===== src/design/spq_pkg.sv =====
// shared types and constants of the sorted priority queue
package spq_pkg;

  localparam int unsigned CAPACITY = 16;
  localparam int unsigned CNT_W    = $clog2(CAPACITY + 1);
  localparam int unsigned VALUE_W  = 32;
  localparam int unsigned CMD_W    = 2;
  localparam int unsigned COUNT_W  = 5;

  typedef enum logic [CMD_W-1:0] {
    CMD_ENQ   = 2'd0,
    CMD_DEQ   = 2'd1,
    CMD_QUERY = 2'd2
  } cmd_e;

  // controller to datapath
  typedef struct packed {
    logic load;    // capture operand beat
    logic commit;  // apply operation and register result
  } ctrl_t;

  typedef struct packed {
    logic               dropped;
    logic [COUNT_W-1:0] entry_count;
    logic               is_full;
    logic               is_empty;
    logic [VALUE_W-1:0] front_value;
  } result_t;

endpackage


===== src/design/sorted_priority_queue.sv =====
// top level of the sorted priority queue
//
//  channel  dir  handshake                    payload
//  s_axis   in   s_tvalid_i / s_tready_o      tuser: command, tdata: value
//  m_axis   out  m_tvalid_o / m_tready_i      tdata: front, flags, count, dropped
//  cfg      in   cfg_valid_i / cfg_ready_o    cfg_data_i: order_mode
//
// each beat first has its operands captured, then all sixteen slots compare
// against the operand and shift in parallel
// the result register holds one beat; a stalled result delays the next apply
// reset clears the count and sets sorted order; slot contents need no clear
// a new input beat is taken while the previous result still waits
module sorted_priority_queue import spq_pkg::*; (
  input  logic        clk_i,
  input  logic        rst_ni,
  // input beats
  input  logic        s_tvalid_i,
  output logic        s_tready_o,
  input  logic [31:0] s_tdata_i,   // [31:0] value
  input  logic [1:0]  s_tuser_i,   // [1:0] command
  // result beats
  output logic        m_tvalid_o,
  input  logic        m_tready_i,
  output logic [39:0] m_tdata_o,   // [31:0] front_value, [32] is_empty, [33] is_full,
                                   // [38:34] entry_count, [39] dropped
  // configuration
  input  logic        cfg_valid_i,
  output logic        cfg_ready_o,
  input  logic        cfg_data_i   // order_mode: 1 sorted, 0 fifo
);

  ctrl_t   ctrl;
  result_t result;

  // mode register always takes a write
  assign cfg_ready_o = 1'b1;

  spq_ctrl u_ctrl (
    .clk_i      (clk_i),
    .rst_ni     (rst_ni),
    .s_tvalid_i (s_tvalid_i),
    .s_tready_o (s_tready_o),
    .m_tvalid_o (m_tvalid_o),
    .m_tready_i (m_tready_i),
    .ctrl_o     (ctrl)
  );

  spq_datapath u_datapath (
    .clk_i      (clk_i),
    .rst_ni     (rst_ni),
    .ctrl_i     (ctrl),
    .cmd_i      (s_tuser_i),
    .value_i    (s_tdata_i),
    .cfg_we_i   (cfg_valid_i),
    .cfg_mode_i (cfg_data_i),
    .result_o   (result)
  );

  // result struct is declared lowest field last, so it packs as listed above
  assign m_tdata_o = result;

endmodule


===== src/design/spq_ctrl.sv =====
// handshake controller of the sorted priority queue
module spq_ctrl import spq_pkg::*; (
  input  logic  clk_i,
  input  logic  rst_ni,
  input  logic  s_tvalid_i,
  output logic  s_tready_o,
  output logic  m_tvalid_o,
  input  logic  m_tready_i,
  output ctrl_t ctrl_o
);

  typedef enum logic {
    ST_IDLE,
    ST_APPLY
  } state_e;

  state_e state_q;
  logic   m_valid_q;
  logic   out_free;

  assign out_free      = !m_valid_q || m_tready_i;
  assign s_tready_o    = (state_q == ST_IDLE);
  assign ctrl_o.load   = s_tvalid_i && (state_q == ST_IDLE);
  assign ctrl_o.commit = (state_q == ST_APPLY) && out_free;
  assign m_tvalid_o    = m_valid_q;

  always_ff @(posedge clk_i or negedge rst_ni) begin
    if (!rst_ni) begin
      state_q   <= ST_IDLE;
      m_valid_q <= 1'b0;
    end else begin
      case (state_q)
        ST_IDLE: begin
          if (s_tvalid_i) state_q <= ST_APPLY;
          if (m_tready_i) m_valid_q <= 1'b0;
        end
        ST_APPLY: begin
          // a waiting result without ready keeps valid high
          if (out_free) begin
            m_valid_q <= 1'b1;
            state_q   <= ST_IDLE;
          end
        end
        default: begin
          state_q   <= ST_IDLE;
          m_valid_q <= 1'b0;
        end
      endcase
    end
  end

endmodule


===== src/design/spq_datapath.sv =====
// slot array with parallel compare and shift, plus result register
module spq_datapath import spq_pkg::*; (
  input  logic               clk_i,
  input  logic               rst_ni,
  input  ctrl_t              ctrl_i,
  input  logic [CMD_W-1:0]   cmd_i,
  input  logic [VALUE_W-1:0] value_i,
  input  logic               cfg_we_i,
  input  logic               cfg_mode_i,
  output result_t            result_o
);

  logic [CMD_W-1:0]   cmd_q;
  logic [VALUE_W-1:0] val_q;
  logic [VALUE_W-1:0] slot_q [CAPACITY];
  logic [VALUE_W-1:0] slot_d [CAPACITY];
  logic [CNT_W-1:0]   count_q, count_d;
  logic               mode_q;
  result_t            result_q;

  logic [CAPACITY-1:0] not_smaller;  // stored slot >= operand
  logic [CAPACITY-1:0] ins_mask;     // slots at or behind the insert point
  logic                full, empty, drop;
  logic                do_enq, do_deq;
  logic                seen;

  assign full   = (count_q == CNT_W'(CAPACITY));
  assign empty  = (count_q == '0);
  assign do_enq = (cmd_q == CMD_ENQ) && !full;
  assign do_deq = (cmd_q == CMD_DEQ) && !empty;
  assign drop   = (cmd_q == CMD_ENQ) && full;

  always_comb begin
    seen = 1'b0;
    for (int i = 0; i < CAPACITY; i++) begin
      not_smaller[i] = ($signed(slot_q[i]) >= $signed(val_q)) && (CNT_W'(i) < count_q);
      seen           = seen | (mode_q & not_smaller[i]);
      ins_mask[i]    = seen | (CNT_W'(i) >= count_q);
    end
  end

  always_comb begin
    count_d = count_q;
    for (int i = 0; i < CAPACITY; i++) slot_d[i] = slot_q[i];
    if (do_enq) begin
      count_d = count_q + CNT_W'(1);
      for (int i = 0; i < CAPACITY; i++) begin
        if (i == 0) begin
          if (ins_mask[0]) slot_d[0] = val_q;
        end else if (ins_mask[i]) begin
          slot_d[i] = ins_mask[i-1] ? slot_q[i-1] : val_q;
        end
      end
    end else if (do_deq) begin
      count_d = count_q - CNT_W'(1);
      for (int i = 0; i < CAPACITY - 1; i++) slot_d[i] = slot_q[i+1];
    end
  end

  always_ff @(posedge clk_i or negedge rst_ni) begin
    if (!rst_ni) begin
      count_q <= '0;
      mode_q  <= 1'b1;
    end else begin
      if (cfg_we_i) mode_q <= cfg_mode_i;
      if (ctrl_i.commit) count_q <= count_d;
    end
  end

  always_ff @(posedge clk_i) begin
    if (ctrl_i.load) begin
      cmd_q <= cmd_i;
      val_q <= value_i;
    end
    if (ctrl_i.commit) begin
      for (int i = 0; i < CAPACITY; i++) slot_q[i] <= slot_d[i];
      result_q.front_value <= (count_d != '0) ? slot_d[0] : '0;
      result_q.is_empty    <= (count_d == '0);
      result_q.is_full     <= (count_d == CNT_W'(CAPACITY));
      result_q.entry_count <= COUNT_W'(count_d);
      result_q.dropped     <= drop;
    end
  end

  assign result_o = result_q;

endmodule


===== config.mk =====
export PLATFORM = sky130hd
export DESIGN_NAME = sorted_priority_queue
export DESIGN_NICKNAME = d
export VERILOG_FILES = /design/src/design/spq_pkg.sv /design/src/design/sorted_priority_queue.sv /design/src/design/spq_ctrl.sv /design/src/design/spq_datapath.sv
export SDC_FILE = /design/constraint.sdc
export NUM_CORES = 2
export LEC_CHECK = 0
export BUFFER_PORTS_ARGS = -buffer_cell sky130_fd_sc_hd__buf_2
export CAP_MARGIN = 25
export CORE_MARGIN = 1
export CORE_UTILIZATION = 58
export DETAILED_ROUTE_END_ITERATION = 7
export GPL_ROUTABILITY_DRIVEN = 0
export PLACE_DENSITY = 0.78
export RECOVER_POWER = 50
export SLEW_MARGIN = 10
export SYNTH_ARGS = -nofsm -noshare
export SYNTH_HDL_FRONTEND = slang
export SYNTH_SLANG_ARGS = --single-unit

===== constraint.sdc =====
create_clock -name clk_i -period 5.7 [get_ports clk_i]
set_clock_uncertainty 0.2 [all_clocks]
set_input_delay 0.57 -clock clk_i [delete_from_list [all_inputs] [get_ports clk_i]]
set_output_delay 0.57 -clock clk_i [all_outputs]
set_load 0.01 [all_outputs]

==> summary.md <==
| Metric | Value |
|---|---|
| Slew HR | -27.7% |
| Layout cells sized above 1 | approximately 7% |
| Post-Place Cell Area | about 42000 um^2 |
| Worst Path Required | about 5.7 ns |
| Row count | 96 |
| H-tree depth | 3 |
| Initial Util | 58.8% |
| Cell variety after synth | between 80 and 90 |
| Largest cells by area after synthesis | edfxtp_1 43%, ha_1 16%, mux2i_1 8.1% |
| Routed wire length | ~120 mm |
| Top-count cell post-synth | edfxtp_1 |
| Port Buf Inserts | slightly above 80 |
| Diodes inserted | 0 |
| Cells after Synth | approximately 3900 |
| CTS sink count | between 500 and 600 |
| Via-to-Cell Ratio | around 6.6 |
| Area Growth Syn to Fin | 10.5% |
| Final instance area | 44700 um^2 |
| RSZ-0062 raised after global routing | no |
| Residual DRC count | 7 |
| YS warnings | 0 |
| Sum Neg Setup Slack | 0 ns |
| Largest net degree at the start of global routing | about 230 |
| R2R Setup Slk | between 0.3 and 0.4 ns |
| Die width | around 270 um |
| Number of synthesized flops with an enable pin | between 500 and 600 |
| GRT overflow | 0 |
| Top cell type's share of synthesized area | 43.5% |
| Clk Tree Root Cell | clkbuf_16 |
| Dpl hpwl | around 88 mm |
| Vias | ~33000 |
| Antenna violation net count after detailed routing | 0 |
| First-pass GRT wire length | 185 mm |
| Max Cap Viol | 5 |
| CTS tree | yes |
| CP Class | flip-flop to flip-flop |
| Fmax achieved | 188 MHz |
| Hold/Removal Path Class | input pin to flip-flop |
| Clock Tree Buf Depth | 3 |
| Max VDD drop | about 0.54 mV |
| Number of global-route vias before repair | approximately 32000 |
| Worst r2r dst | u_datapath.slot_q[1][98] |
| Post-synthesis average cell area | roughly 10 um^2 |
| Worst setup path end | u_datapath.slot_q[1][98] |
| Initial drt markers | ~4300 |
| CP max FO | 32 |
| Synthesis-stage register bit count | just under 600 |
| Failing checks | DRC, capacitance limit, slew limit |
| Fraction of the yosys area taken by sequential cells | between 40% and 50% |
| Initial antenna violation count | 1 |
| Reg-to-Reg Start | u_datapath.val_q[23] |
| Setup crit end kind | flip-flop |
| Hold Violations, Final | 0 |
| Syn Std Cell Area | around 40000 um^2 |
| First-pass DRT Iterations | 8 |
| Period utilization | between 90% and 100% |
| Clk slew on worst S/H paths | ~0.06 ns |
| Power Density | just under 500 nW/um^2 |
| Primary FF master, synth | edfxtp_1 |
| Pleak | roughly 18 nW |
| I/O pin count | just over 80 |
| Total CTS buffers | slightly below 70 |
| Crit path time final | roughly 5.3 ns |
| Reg2reg path depth | 13 |
| Post-synth net total | 4468 |
| Core Region | 68800 um^2 |
| Finished Core Util | 65.0% |
| Routed len/inst | between 20 and 25 um |
| Worst Tran Pin Value | around 1.9 ns |
| Post-synth top cells | 586 x edfxtp_1, 517 x ha_1, 517 x nand2_1, 363 x o21ai_0, 327 x mux2i_1 |
| Asr flop ratio synth | about 1.3% |
| Crit start category | flip-flop |
| Crit path arrival time | about 5.3 ns |
| Max Slew Vio Count | around 150 |
| Clk Latency, worst-skew pair | roughly 0.63 ns |
| Total GRT Usage | around 33% |
| Die Height | about 270 um |
| Status | finished with violations |
| Synth area leader | edfxtp_1 |
| Worst Setup SP | u_datapath.val_q[23] |
| Finish-stage setup viols | 0 |
| Layout Nets | 4564 |
| Die Footprint | around 70000 um^2 |
-- state kept, by name, summed over array words and instances (netlist names) --
name	count
u_datapath.mode_q	1
u_ctrl.state_q	1
u_datapath.count_q	5
u_datapath.slot_q	512
u_ctrl.m_tvalid_o	1
u_datapath.cmd_q	2
u_datapath.val_q	32
u_datapath.result_o	40
-- critical path: stages, from the launching register on --
cell and delay, ns:
edfxtp_1 0.32, buf_4 0.22, inv_1 0.24, ha_1 0.37
nand2_1 0.06, nor4_1 0.49, o21ai_0 0.31, a21oi_1 0.19
and3b_1 0.24, nor3b_2 0.19, nand4_1 0.50, nor4_1 0.80
a31oi_4 0.14, clkbuf_2 0.56
-- placed cells by master (no fill, tap or decap), types with 13 or more instances in the layout --
master         netlist  routed
dlygate4sd3_1        0      37
o21ai_0            363     372
clkinv_1             0      19
o22ai_1             15      15
nand2_1            517     515
ha_1               517     517
clkbuf_1           189      83
nand3_1            133     131
nand2b_1            18      18
nor3_1              37      38
clkbuf_16            0      69
buf_4                3     117
inv_1              134     134
nor2b_1             17      17
nor4_1              11      13
nor2_1             179     172
a211oi_1            26      25
o211ai_1            78      78
o21a_1              15      15
mux2i_1            327     327
a31oi_1             17      14
a21oi_1            182     176
o21ai_1             75      66
a21o_1              65      65
edfxtp_1           586     586
o311ai_0            54      54
buf_2               36      25
a222oi_1            31      31
mux2_1              33      33
nand4_1             73      74
-- kinds of logic after synthesis --
group | after synthesis | share of synthesized area (%)
AO/OA/AOI/OAI | 1008 | 15.4
other | 1 | 0.00926
XOR/XNOR | 10 | 0.216
AND/OR/NAND/NOR | 1049 | 11.7
adder cells (fa/ha/maj) | 517 | 16.0
multiplexers | 362 | 9.06
buffers and inverters | 370 | 3.63
flip-flops | 594 | 44.0
-- how the worst min path moves through the flow --
| stage | startpoint | end | slack, ns | cells after the start |
|---|---|---|---|---|
| 2_1_floorplan | rst_ni | u_ctrl.m_tvalid_o | 0.07 | 0 |
| 3_3_place_gp | rst_ni | u_ctrl.m_tvalid_o | 0.24 | 1 |
| 3_5_place_dp | rst_ni | u_ctrl.m_tvalid_o | 0.24 | 1 |
| 4_1_cts | rst_ni | u_datapath.count_q[2] | 0.11 | 2 |
| 5_1_grt | cfg_data_i | u_datapath.mode_q | 0.13 | 2 |
| 6_report | cfg_data_i | u_datapath.mode_q | 0.19 | 2 |
-- layout make-up --
class / instances / area (um^2)
clock buffer: 83 / 1780
clock inverter: 40 / 342
fill: 5312 / 24100
inverter: 134 / 503
multi-input combinational: 2947 / 21300
sequential: 594 / 17800
tap: 931 / 1160
timing repair buffer: 262 / 1800
-- routing by layer --
metal  track usage [%]  vias to the layer above  share of wire [%]
li1                  -                    15100                  -
met1              46.8                    15800                 41
met2              50.5                     1921                 44
met3              5.96                      297                9.9
met4              15.7                        2                4.9
met5             0.347                        -              0.011
-- metrics by stage --
| stage | hold WS [ns] | cells | setup WS (ns) | power (mW) |
|---|---|---|---|---|
| floorplan | 0.0744 | 3911 | 0.419 | 14.4 |
| global placement | 0.241 | 4829 | 0.789 | 17.2 |
| detailed placement | 0.241 | 4829 | 0.558 | 17.6 |
| CTS | 0.107 | 4989 | 0.512 | 22.0 |
| global route | 0.134 | 4991 | 0.244 | 23.3 |
| finish | 0.191 | 4991 | 0.389 | 22.1 |
-- power by group --
| part | switching (mW) | internal, mW | total [mW] |
|---|---|---|---|
| Sequential | 0.996 | 6.73 | 7.73 |
| Clock | 1.85 | 2.46 | 4.31 |
| Combinational | 6.44 | 3.65 | 10.1 |
-- what timing repair did --
| action | in CTS | in global routing |
|---|---|---|
| hold endpoints to repair | 44 | 0 |
| resized for setup | 0 | 0 |
| setup endpoints to repair | 0 | 0 |
| hold buffers | 37 | 0 |
| buffers inserted | 0 | 0 |
(Power assumes the default switching activity.)
